$ cat src/design/mm3_pkg.sv
// ----------------------------------------------------------------------------
// mm3_pkg: shared types and constants for the murmur3 x64/128 hash block
// Constants of the mixing rounds, the queued block type and helper functions.
// ----------------------------------------------------------------------------
package mm3_pkg;

  localparam logic [63:0] MixC1  = 64'h87c37b91114253d5;
  localparam logic [63:0] MixC2  = 64'h4cf5ad432745937f;
  localparam logic [63:0] AddOne = 64'h0000000052dce729;
  localparam logic [63:0] AddTwo = 64'h0000000038495ab5;
  localparam logic [63:0] FinM1  = 64'hff51afd7ed558ccd;
  localparam logic [63:0] FinM2  = 64'hc4ceb9fe1a85ec53;

  localparam logic [4:0]  FullCount = 5'd16;
  localparam int unsigned QDepth    = 2;
  localparam int unsigned QPtrW     = $clog2(QDepth);
  localparam int unsigned QCntW     = $clog2(QDepth + 1);

  // One block as the back end consumes it: words already masked.
  typedef struct packed {
    logic [63:0] lo;
    logic [63:0] hi;
    logic [4:0]  count;
    logic        full;
    logic        last;
    logic        start;
  } item_t;

  typedef struct packed {
    logic full;
    logic empty;
  } q_stat_t;

  typedef struct packed {
    logic        start;
    logic [63:0] a;
    logic [63:0] c;
  } mul_req_t;

  typedef struct packed {
    logic        done;
    logic [63:0] prod;
  } mul_rsp_t;

  function automatic logic [63:0] rotl64(input logic [63:0] v, input logic [5:0] n);
    rotl64 = (v << n) | (v >> (7'd64 - {1'b0, n}));
  endfunction

  function automatic logic [63:0] fold33(input logic [63:0] v);
    fold33 = v ^ (v >> 33);
  endfunction

  // Keep the low n bytes, n in 0..8.
  function automatic logic [63:0] byte_mask(input logic [3:0] n);
    logic [63:0] m;
    m = '0;
    for (int i = 0; i < 8; i++) begin
      m[8*i +: 8] = (4'(i) < n) ? 8'hFF : 8'h00;
    end
    byte_mask = m;
  endfunction

endpackage

$ cat src/design/mm3_if.sv
// ----------------------------------------------------------------------------
// mm3_if: channel interfaces of the hash block
// Block request channel and digest result channel, valid/ready handshake.
// ----------------------------------------------------------------------------
interface mm3_blk_if;
  logic        valid;
  logic        ready;
  logic [63:0] block_low_word;
  logic [63:0] block_high_word;
  logic [4:0]  valid_bytes;
  logic        last_block;

  modport source (output valid, block_low_word, block_high_word, valid_bytes, last_block,
                  input ready);
  modport sink   (input valid, block_low_word, block_high_word, valid_bytes, last_block,
                  output ready);
endinterface


$ cat src/design/mm3_front.sv
// ----------------------------------------------------------------------------
// mm3_front: request intake and classification
// Normalizes the byte count, masks unused bytes and marks message start.
// ----------------------------------------------------------------------------
module mm3_front (
  input  logic           clk_i,
  input  logic           rst_ni,
  mm3_blk_if.sink        in_i,
  input  logic           q_full_i,
  output logic           push_o,
  output mm3_pkg::item_t item_o
);
  import mm3_pkg::*;

  logic       in_msg_q, in_msg_d;
  logic       full;
  logic [4:0] count;
  logic [3:0] lo_n;
  logic [3:0] hi_n;

  assign in_i.ready = !q_full_i;
  assign push_o     = in_i.valid && !q_full_i;

  // Short counts only matter on the last request of a message.
  assign full  = !in_i.last_block || (in_i.valid_bytes >= FullCount);
  assign count = full ? FullCount : in_i.valid_bytes;
  assign lo_n  = (count >= 5'd8) ? 4'd8 : count[3:0];
  assign hi_n  = (count >= 5'd16) ? 4'd8 : ((count > 5'd8) ? 4'(count - 5'd8) : 4'd0);

  always_comb begin
    item_o.lo    = in_i.block_low_word & byte_mask(lo_n);
    item_o.hi    = in_i.block_high_word & byte_mask(hi_n);
    item_o.count = count;
    item_o.full  = full;
    item_o.last  = in_i.last_block;
    item_o.start = !in_msg_q;
  end

  always_comb begin
    in_msg_d = in_msg_q;
    if (push_o) begin
      in_msg_d = !in_i.last_block;
    end
  end

  always_ff @(posedge clk_i or negedge rst_ni) begin
    if (!rst_ni) begin
      in_msg_q <= 1'b0;
    end else begin
      in_msg_q <= in_msg_d;
    end
  end

endmodule

$ cat src/flat_wrapper.sv
// flat-port wrapper written by rule: the top's interface ports become plain ports
module mm3_front_flat import mm3_pkg::*;
  (clk_i, rst_ni, q_full_i, push_o, item_o, in_i_valid, in_i_block_low_word, in_i_block_high_word, in_i_valid_bytes, in_i_last_block, in_i_ready);
  mm3_blk_if in_i_i ();
  input  logic clk_i;
  input  logic rst_ni;
  input  logic q_full_i;
  output logic push_o;
  output mm3_pkg::item_t item_o;
  input wire logic [$bits(in_i_i.valid)-1:0] in_i_valid;
  input wire logic [$bits(in_i_i.block_low_word)-1:0] in_i_block_low_word;
  input wire logic [$bits(in_i_i.block_high_word)-1:0] in_i_block_high_word;
  input wire logic [$bits(in_i_i.valid_bytes)-1:0] in_i_valid_bytes;
  input wire logic [$bits(in_i_i.last_block)-1:0] in_i_last_block;
  output wire logic [$bits(in_i_i.ready)-1:0] in_i_ready;
  assign in_i_i.valid = in_i_valid;
  assign in_i_i.block_low_word = in_i_block_low_word;
  assign in_i_i.block_high_word = in_i_block_high_word;
  assign in_i_i.valid_bytes = in_i_valid_bytes;
  assign in_i_i.last_block = in_i_last_block;
  assign in_i_ready = in_i_i.ready;
  mm3_front u_core (.clk_i(clk_i), .rst_ni(rst_ni), .in_i(in_i_i), .q_full_i(q_full_i), .push_o(push_o), .item_o(item_o));
endmodule
$ cat config.mk
export PLATFORM = sky130hd
export DESIGN_NAME = mm3_front_flat
export DESIGN_NICKNAME = d
export VERILOG_FILES = /design/src/design/mm3_pkg.sv /design/src/design/mm3_if.sv /design/src/design/mm3_front.sv /design/src/flat_wrapper.sv
export SDC_FILE = /design/constraint.sdc
export NUM_CORES = 1
export LEC_CHECK = 0
export ABC_AREA = 1
export BUFFER_PORTS_ARGS = -buffer_cell sky130_fd_sc_hd__buf_4
export CAP_MARGIN = 10
export CORE_AREA = 2 2 107 109
export CTS_CLUSTER_DIAMETER = 50
export CTS_CLUSTER_SIZE = 25
export DETAILED_ROUTE_END_ITERATION = 16
export DIE_AREA = 0 0 109 111
export PLACE_DENSITY_LB_ADDON = 0.08
export SYNTH_ARGS = -nofsm -noshare
export SYNTH_HDL_FRONTEND = slang
export SYNTH_SLANG_ARGS = --single-unit
$ cat constraint.sdc
create_clock -name clk_i -period 2 [get_ports clk_i]
set_input_delay 0.2 -clock clk_i [delete_from_list [all_inputs] [get_ports clk_i]]
set_output_delay 0.2 -clock clk_i [all_outputs]
set_load 0.01 [all_outputs]
==> flow_metrics.tcl <==
set metrics [dict create \
    status "finished clean" \
    drt-total-wl_um 7908 \
    vias_per_cell 3.586 \
    finalSetupTns_ns 0 \
    vias 2546 \
    worst_pin_slew_ns 0.6049 \
    rr_worst_depth 2 \
    layout.nets 707 \
    synth_edf_count 0 \
    core-area_mm2 0.01108 \
    dp_hpwl_um 7043 \
    synth_fp_nets 431 \
    place.port_buffers 275 \
    rsz0062_at_grt "false" \
    synthCells 293 \
    die_x_um 109 \
    post_cts.repair.setup_buffers 0 \
    synth_area_leader_cell "inv_1" \
    p_leak_nw 2.409 \
    ant_nets 0 \
    yosysMostFrequentCell "inv_1" \
    synth.area.top_cells "inv_1 34%, nor2_1 21%, nand2_1 9.5%" \
    yosysTopAreaCellShare 0.3364 \
    track_usage 0.1154 \
    grt_pass1_wl_um 11350 \
    layoutNonFillerInstCount 710 \
    drtIter0Drc 53 \
    finClkSkew_ns 0 \
    antenna_found_initial 0 \
    die-area_mm2 0.01210 \
    hold_viol 0 \
    drv_cap 0 \
    post_cts_resized 0 \
    finalSetupViolations 0 \
    ys_seq_area_frac 0.01854 \
    ir_worst_vdd_v 0.00007718 \
    first_pass_iters 4 \
    grt_max_degree 17 \
    reg_top3 "u_core.in_msg_q (1)" \
    critical_path.max_fanout 9 \
    largest_reg_flops 1 \
    ys_ff_latch 1 \
    crit_path_start_kind "input port" \
    hold_slack_ns 0.4563 \
    grt_pass1_vias 2391 \
    rows 39 \
    yosys_warnings 0 \
    fp.dieH_um 111 \
    drc 0 \
    worstPathArrival_ns 1.55 \
    worstHoldPathType "in -> reg" \
    clk_pin_slew_ns 0 \
    gp_congestion 0.7794 \
    synth_ff_type "dfrtp_1" \
    grt_overflow 0 \
    clk_latency_ns 0 \
    area_delta_synth_final_pct 165.6 \
    n_antenna_cell 0 \
    finalMaxSlewViolations 0 \
    syn-cell-area_mm2 0.001350 \
    power.density_mw_per_mm2 233.2 \
    ys_top_cells_by_count "121 x inv_1, 75 x nor2_1, 34 x nand2_1, 14 x a21boi_0, 9 x a21oi_1" \
    drive_gt1_frac 0.5291 \
    start_util 0.1219 \
    pin_count 276 \
    syn_area_per_cell_um2 4.608 \
    dp.cells 709 \
    finalCritPeriodShare 0.8725 \
    period_needed_ns 1.745 \
    cp.required_ns 1.80 \
    fin_ws_ns 0.2549 \
    endpoint_kind "output pin" \
    pre_cts_ws_ns 0.2222 \
    max-slew-margin-rel 0.5955 \
    fmax_mhz 573.0 \
    crit_type "in -> out" \
    synth_cell_types 24 \
    synthArstFlopShare 1.000 \
    hold_path_depth 2 \
    wl_per_cell_um 11.14 \
    top_register "u_core.in_msg_q" \
]
[worst max-delay path, stage by stage]
cell     delay (ns)
buf_4          0.11
inv_1          0.06
nor2_4         0.19
nand2_1        0.26
nor2_4         0.28
o21ai_2        0.17
nand2_1        0.09
inv_1          0.04
buf_4          0.13
[layer usage]
layer | global-route usage | part of all wire | routed length, um
met5 | 0 | 0 | 0
met4 | 0 | 0 | 0
met3 | 0.02175 | 0.11 | 889
met2 | 0.2580 | 0.56 | 4452
met1 | 0.1067 | 0.32 | 2566
[report_power, final]
part           internal, W  leakage [nW]  switching [W]
sequential       0.0000232        0.0124     0.00000147
combinational     0.000462          2.40       0.000350
clock                    0             0              0
[timing repair]
item,4_1_cts,5_1_grt
hold endpoints to repair,1,0
setup endpoints to repair,0,0
hold buffers,1,0
[logic make-up (layout without fill, tap and decap cells)]
logic type             count (synthesis)  in the layout  synth area share
AND/OR/NAND/NOR                      129            129            0.4059
AO/OA/AOI/OAI                         31             31            0.1872
flip-flops                             1              1           0.01853
buffers and inverters                132            406            0.3883
[worst paths after layout]
check,startpoint,endpoint,slack [ns]
worst max-delay path,in_i_last_block,item_o[88],0.25
min in group asynchronous,rst_ni,u_core.in_msg_q,0.53
worst max register to register,u_core.in_msg_q,u_core.in_msg_q,1.38
max in group asynchronous,rst_ni,u_core.in_msg_q,1.39
worst min register to register,u_core.in_msg_q,u_core.in_msg_q,0.49
worst min-delay path,in_i_last_block,u_core.in_msg_q,0.46
[stage by stage]
| step | cell area (um2) | utilization | total power, W |
|---|---|---|---|
| after floorplan | 1350 | - | 0.0003199 |
| after global placement | 3576 | 0.3228 | 0.0008463 |
| after detailed placement | 3576 | 0.3228 | 0.0008446 |
| after CTS | 3586 | 0.3237 | 0.0008490 |
| after global routing | 3586 | 0.3237 | 0.0009112 |
| final | 3586 | 0.3237 | 0.0008361 |
[cell usage in the layout, fill, tap and decap left out, drive strengths merged]
cell	n
inv	125
buf	280
o21ai	3
nor2	80
a21boi	16
dfrtp	1
dlygate4sd3	1
a21oi	10
nand3	2
a31oi	2
nand4	2
nand2	37
nor3	8
[cell type report]
| class | count | area [um2] |
|---|---|---|
| fillers | 1260 | 7491 |
| repair buffers | 281 | 2112 |
| multi-input cells | 160 | 800.8 |
| inverters | 125 | 469.2 |
| well taps | 143 | 178.9 |
| flip-flops and latches | 1 | 25.02 |
Power figures use the tool's default switching activity.
