**src/design/mm3_pkg.sv**
```systemverilog
// ----------------------------------------------------------------------------
// mm3_pkg: shared types and constants for the murmur3 x64/128 hash block
// Constants of the mixing rounds, the queued block type and helper functions.
// ----------------------------------------------------------------------------
package mm3_pkg;

  localparam logic [63:0] MixC1  = 64'h87c37b91114253d5;
  localparam logic [63:0] MixC2  = 64'h4cf5ad432745937f;
  localparam logic [63:0] AddOne = 64'h0000000052dce729;
  localparam logic [63:0] AddTwo = 64'h0000000038495ab5;
  localparam logic [63:0] FinM1  = 64'hff51afd7ed558ccd;
  localparam logic [63:0] FinM2  = 64'hc4ceb9fe1a85ec53;

  localparam logic [4:0]  FullCount = 5'd16;
  localparam int unsigned QDepth    = 2;
  localparam int unsigned QPtrW     = $clog2(QDepth);
  localparam int unsigned QCntW     = $clog2(QDepth + 1);

  // One block as the back end consumes it: words already masked.
  typedef struct packed {
    logic [63:0] lo;
    logic [63:0] hi;
    logic [4:0]  count;
    logic        full;
    logic        last;
    logic        start;
  } item_t;

  typedef struct packed {
    logic full;
    logic empty;
  } q_stat_t;

  typedef struct packed {
    logic        start;
    logic [63:0] a;
    logic [63:0] c;
  } mul_req_t;

  typedef struct packed {
    logic        done;
    logic [63:0] prod;
  } mul_rsp_t;

  function automatic logic [63:0] rotl64(input logic [63:0] v, input logic [5:0] n);
    rotl64 = (v << n) | (v >> (7'd64 - {1'b0, n}));
  endfunction

  function automatic logic [63:0] fold33(input logic [63:0] v);
    fold33 = v ^ (v >> 33);
  endfunction

  // Keep the low n bytes, n in 0..8.
  function automatic logic [63:0] byte_mask(input logic [3:0] n);
    logic [63:0] m;
    m = '0;
    for (int i = 0; i < 8; i++) begin
      m[8*i +: 8] = (4'(i) < n) ? 8'hFF : 8'h00;
    end
    byte_mask = m;
  endfunction

endpackage

```
**src/design/mm3_fifo.sv**
```systemverilog
// ----------------------------------------------------------------------------
// mm3_fifo: short queue between front and back end
// Holds classified blocks so intake and hashing stall independently.
// ----------------------------------------------------------------------------
module mm3_fifo (
  input  logic            clk_i,
  input  logic            rst_ni,
  input  logic            push_i,
  input  mm3_pkg::item_t  item_i,
  input  logic            pop_i,
  output mm3_pkg::item_t  item_o,
  output mm3_pkg::q_stat_t stat_o
);
  import mm3_pkg::*;

  item_t             mem_q [QDepth];
  logic [QPtrW-1:0]  wptr_q, rptr_q;
  logic [QCntW-1:0]  cnt_q;

  assign item_o       = mem_q[rptr_q];
  assign stat_o.full  = (cnt_q == QCntW'(QDepth));
  assign stat_o.empty = (cnt_q == '0);

  always_ff @(posedge clk_i) begin
    if (push_i) begin
      mem_q[wptr_q] <= item_i;
    end
  end

  always_ff @(posedge clk_i or negedge rst_ni) begin
    if (!rst_ni) begin
      wptr_q <= '0;
      rptr_q <= '0;
      cnt_q  <= '0;
    end else begin
      if (push_i) begin
        wptr_q <= (wptr_q == QPtrW'(QDepth - 1)) ? '0 : wptr_q + 1'b1;
      end
      if (pop_i) begin
        rptr_q <= (rptr_q == QPtrW'(QDepth - 1)) ? '0 : rptr_q + 1'b1;
      end
      if (push_i && !pop_i) begin
        cnt_q <= cnt_q + 1'b1;
      end else if (pop_i && !push_i) begin
        cnt_q <= cnt_q - 1'b1;
      end
    end
  end

endmodule

```
**config.mk**
```make
export PLATFORM = sky130hd
export DESIGN_NAME = mm3_fifo
export DESIGN_NICKNAME = d
export VERILOG_FILES = /design/src/design/mm3_pkg.sv /design/src/design/mm3_fifo.sv
export SDC_FILE = /design/constraint.sdc
export NUM_CORES = 1
export LEC_CHECK = 0
export BUFFER_PORTS_ARGS = -buffer_cell sky130_fd_sc_hd__buf_2
export CORE_MARGIN = 2
export CORE_UTILIZATION = 36
export CTS_BUF_LIST = sky130_fd_sc_hd__clkbuf_16
export CTS_CLUSTER_SIZE = 30
export DETAILED_ROUTE_END_ITERATION = 10
export GPL_TIMING_DRIVEN = 0
export PLACE_DENSITY = 0.58
export SYNTH_ARGS = -nofsm -noshare
export SYNTH_HDL_FRONTEND = slang
export SYNTH_SLANG_ARGS = --single-unit
```
**constraint.sdc**
```tcl
create_clock -name clk_i -period 9 [get_ports clk_i]
set_input_delay 0.9 -clock clk_i [delete_from_list [all_inputs] [get_ports clk_i]]
set_output_delay 0.9 -clock clk_i [all_outputs]
set_load 0.01 [all_outputs]
```
==> results of run 1 <==
[cells by family (layout without fill, tap and decap cells)]
logic type,Yosys count,in the layout
flip-flops,276,276
multiplexers,136,136
buffers and inverters,16,354
XOR/XNOR,5,5
AND/OR/NAND/NOR,5,5
adder cells (fa/ha/maj),1,1
[synth_stat cells, drive strengths merged]
cell | instances | share of area
nor2b | 2 | 0.0012
xor2 | 4 | 0.0035
buf | 5 | 0.0056
edfxtp | 272 | 0.81
and2 | 1 | 0.00062
nor2 | 2 | 0.00075
xnor2 | 1 | 0.00087
inv | 1 | 0.00037
dfrtp | 4 | 0.0099
mux2 | 136 | 0.15
clkbuf | 10 | 0.014
ha | 1 | 0.0012
[critical path: stages (launching register included)]
cell and delay, ns:
dfrtp_1 0.37, buf_6 0.22, clkbuf_8 0.21, mux2_2 0.36, buf_2 0.14
[power groups by stage]
stage | Sequential [uW] | Clock (uW) | Combinational, uW
2_1_floorplan | 1820 | 0 | 751
3_3_place_gp | 1850 | 0 | 1170
3_5_place_dp | 1790 | 0 | 1230
4_1_cts | 1760 | 1220 | 1240
5_1_grt | 1780 | 1270 | 1310
6_report | 1760 | 1180 | 1210
[registers in the layout, summed over array words and instances (netlist names)]
signal  flops
rptr_q      1
cnt_q       2
mem_q     272
wptr_q      1
[through the flow]
stage,util,instances
after floorplan,-,439
after global placement,0.431,1094
after detailed placement,0.436,1100
after CTS,0.472,1155
after global routing,0.472,1155
final,0.472,1155
[cell type report]
class,count,area share
flip-flops and latches,276,0.633
multi-input cells,147,0.124
repair buffers,283,0.117
clock buffers,31,0.0594
well taps,378,0.0362
clock inverters,24,0.0153
plain buffers,15,0.0148
inverters,1,0.000287
[per-layer routing]
layer  global-route usage  vias to the layer above  part of all wire  wire (um)
li1                     -                     2383                 -          -
met1                0.142                     2541              0.38       7460
met2                0.222                      210              0.50       9700
met3               0.0476                       43             0.092       1800
met4               0.0394                        4             0.030        582
met5                    0                        -            0.0013         25
[worst paths after layout]
kind | from | slack [ns] | cells after the start | to
setup reg to reg | wptr_q | 7.05 | 3 | mem_q[0][81]
setup / recovery | rptr_q | 6.26 | 4 | item_o[41]
max in group asynchronous | rst_ni | 8.72 | 1 | rptr_q
min in group clk_i | cnt_q[1] | 0.53 | 1 | cnt_q[1]
hold reg to reg | cnt_q[1] | 0.53 | 1 | cnt_q[1]
hold / removal | rst_ni | 0.16 | 1 | wptr_q
==> impl_metrics.tcl, run 1 <==
set metrics [dict create \
    outcome "complete, no violations" \
    rsz0062_at_grt "no" \
    powerDensity_mw_per_mm2 317 \
    crit_required_ns 8.10 \
    synthCells 439 \
    grtUsageTotal 0.126 \
    core_area_mm2 0.0277 \
    die_area_mm2 0.0294 \
    period_share 0.305 \
    final_cell_mix "277 x buf_2, 272 x edfxtp_1, 136 x mux2_2" \
    routed_via_density 4.49 \
    power_uw 4150 \
    cts.path.max_buffers 3 \
    n_fill_cell 2341 \
    dp_hpwl_um 13700 \
    hold_violations 0 \
    post-route-min-period_ns 2.74 \
    cap_violations 0 \
    drt_first_pass_iters 4 \
    synth.distinct_cells 12 \
    final_common_cell "buf_2" \
    drt_iter0_markers 186 \
    fmax_ghz 0.365 \
    power.internal_uw 2990 \
    gp_congestion 0.698 \
    swShare 0.278 \
    clkPwrFrac 0.285 \
    io_buffer_count 277 \
    slew_viol_final 0 \
    setup-tns-final_ns 0 \
    skew_ns 0.00575 \
    crit_arrival_ns 1.84 \
    cts-resized-gates 0 \
    setup_violations 0 \
    grt_overflow 0 \
    critPathMaxFanout 10 \
    peakVddDrop_v 0.000205 \
    clock_latency_ns 0.53 \
    die_h_um 171 \
    hold_buffers 0 \
    stdcell_area_mm2 0.0131 \
    placed_area_mm2 0.0121 \
    ys_seq_area_frac 0.820 \
    hold-worst-slack_ns 0.161 \
    synth_fp_nets 580 \
    finalWirelength_um 19600 \
    final_nets 895 \
    yosysWarnings 0 \
    avgSynthCellArea_um2 23.0 \
    p_switching_uw 1150 \
    wl_per_cell_um 16.9 \
    synth-seq-cells 276 \
    die_x_um 171 \
    cts_made_buffers 30 \
    vias 5181 \
    critical_path.endpoint_type "primary output" \
    drcViolationCount 0 \
    cts.sinks 276 \
    synth-simple-area-share 0.00261 \
    area.growth.synth_to_final_pct 29.6 \
    synth_fa_ha_area_frac 0.00124 \
    synth-xor-area-share 0.00434 \
    p_leak_uw 0.00494 \
    antenna_found_initial 2 \
    clkTransAtPathRegs_ns 0.06 \
    cts_setup_buffers 0 \
    diodes 0 \
    synth_top_family_by_area "multiplexers" \
    worstMarginPinSlew_ns 0.768 \
    multi_input_area_mm2 0.00162 \
    grt_pass1_vias 5484 \
    synth_compound_area_frac 0 \
    synthMuxAreaShare 0.152 \
    relSlewSlack 0.487 \
    grt_pass1_wl_um 28800 \
    cts_tree "yes" \
    grt_max_degree 62 \
    critPathKind "reg -> out" \
    syn-cell-area_mm2 0.0101 \
    ctsHtreeMaxLevel 1 \
    layout-drive-gt1-share 0.618 \
    start_kind "register" \
    hold_class "in -> async" \
    p_comb_frac 0.291 \
    power_frac_seq 0.424 \
    place_ws_ns 6.38 \
    num_io_pins 278 \
    cts.root.buffer_cell "clkbuf_16" \
    rows 61 \
    setup_slack_ns 6.26 \
    ant_nets 0 \
    regArea_mm2 0.00827 \
    start_util 0.364 \
]
(Power assumes the default switching activity.)
==> inputs of run 2 (changes only) <==
clock period = 2.7 ns   (was 9 ns; I/O delays follow)
==> impl_metrics.tcl, run 2 (synthesis results as in run 1) <==
set metrics [dict create \
    start_util 0.364 \
    period_share 0.783 \
    cts-resized-gates 0 \
    setup_violations 0 \
    skew_ns 0.00663 \
    vias 5630 \
    layout-drive-gt1-share 0.515 \
    die_area_mm2 0.0294 \
    largestRegisters "mem_q: 272 flops, cnt_q: 2 flops" \
    worstMarginPinSlew_ns 0.770 \
    hold_class "in -> async" \
    ant_nets 0 \
    hold_buffers 139 \
    cpMaxStageDelayCell "dfrtp_1" \
    core_area_mm2 0.0277 \
    clock_latency_ns 0.53 \
    reg2reg_slack_ns 0.82 \
    cts_setup_buffers 0 \
    io_buffer_count 277 \
    critPathMaxFanout 10 \
    critPathKind "reg -> out" \
    cts_tree "yes" \
    routed_via_density 4.36 \
    largest_reg_flops 272 \
    area.growth.synth_to_final_pct 42.4 \
    post-route-min-period_ns 2.11 \
    grt_pass1_vias 6110 \
    hold_violations 0 \
    cap_violations 0 \
    power_uw 13600 \
    peakVddDrop_v 0.000644 \
    die_h_um 171 \
    final_nets 1033 \
    grt_pass1_wl_um 30800 \
    grtUsageTotal 0.134 \
    crit_arrival_ns 1.84 \
    powerDensity_mw_per_mm2 947 \
    crit_chain "buf_6 -> clkbuf_8 -> mux2_2 -> buf_2" \
    grt_max_degree 63 \
    clkTransAtPathRegs_ns 0.06 \
    max_stage_delay_ns 0.38 \
    grt_overflow 0 \
    final_common_cell "buf_2" \
    die_x_um 171 \
    drcViolationCount 0 \
    drt_first_pass_iters 4 \
    num_io_pins 278 \
    finalWirelength_um 20900 \
    final_cell_mix "277 x buf_2, 272 x edfxtp_1, 139 x dlygate4sd3_1" \
    dp_hpwl_um 13800 \
    fmax_ghz 0.473 \
    gp_congestion 0.714 \
    rsz0062_at_grt "no" \
    antenna_found_initial 0 \
    outcome "complete, no violations" \
    cts.root.buffer_cell "clkbuf_16" \
    diodes 0 \
    drt_iter0_markers 257 \
    wl_per_cell_um 16.2 \
    top_register "mem_q" \
    p_leak_uw 0.00550 \
    slew_viol_final 0 \
    ctsHtreeMaxLevel 1 \
    rows 61 \
    critical_path.endpoint_type "primary output" \
    crit_required_ns 2.43 \
    cts.path.max_buffers 3 \
    finish.utilization 0.518 \
    cts_made_buffers 28 \
    cts.sinks 276 \
    relSlewSlack 0.486 \
    start_kind "register" \
    setup-tns-final_ns 0 \
]
==> run 2: worst max-delay path, delay by kind of cell (launching register included) <==
family	cells	cell delay, ns
buffers and inverters	3	0.57
multiplexers	1	0.35
flip-flops	1	0.38
==> run 2: path summary, 6_finish.rpt <==
check | cells after the start | startpoint | end
min | 2 | rst_ni | cnt_q[0]
max reg2reg | 3 | wptr_q | mem_q[0][134]
max in group asynchronous | 2 | rst_ni | rptr_q
max | 4 | rptr_q | item_o[42]
min reg2reg | 1 | cnt_q[1] | cnt_q[1]
min in group clk_i | 2 | item_i[52] | mem_q[1][52]
==> run 2: layout make-up <==
class                           instances  area [um^2]
Timing Repair Buffer                  423         2950
Tap cell                              378          473
Sequential cell                       276         8270
Clock buffer                           29          726
Clock inverter                         23          118
Inverter                                1         3.75
Buffer                                 15          194
Fill cell                            2246        13400
Multi-Input combinational cell        147         1620
==> run 2: stage by stage <==
step	hold slack (ns)	instances	setup WS, ns	instance area (um^2)
2_1_floorplan	-0.0256	439	-0.165	10100
3_3_place_gp	0.0734	1094	-1.19	11900
3_5_place_dp	0.0788	1101	0.758	12100
6_report	0.0851	1292	0.586	14400
4_1_cts	0.0674	1292	0.514	14400
5_1_grt	0.0721	1292	0.491	14400
==> run 2: routing by layer <==
metal / GRT usage / routed length, um
met2: 0.245 / 10600
met5: 0 / 0
met4: 0.0438 / 606
met1: 0.149 / 8220
met3: 0.0387 / 1450
==> run 2: power by group <==
| part | switching (uW) | internal [uW] | leakage [uW] |
|---|---|---|---|
| Combinational | 2150 | 2090 | 0.00243 |
| Sequential | 186 | 5680 | 0.00260 |
| Clock | 1480 | 2010 | 0.000464 |
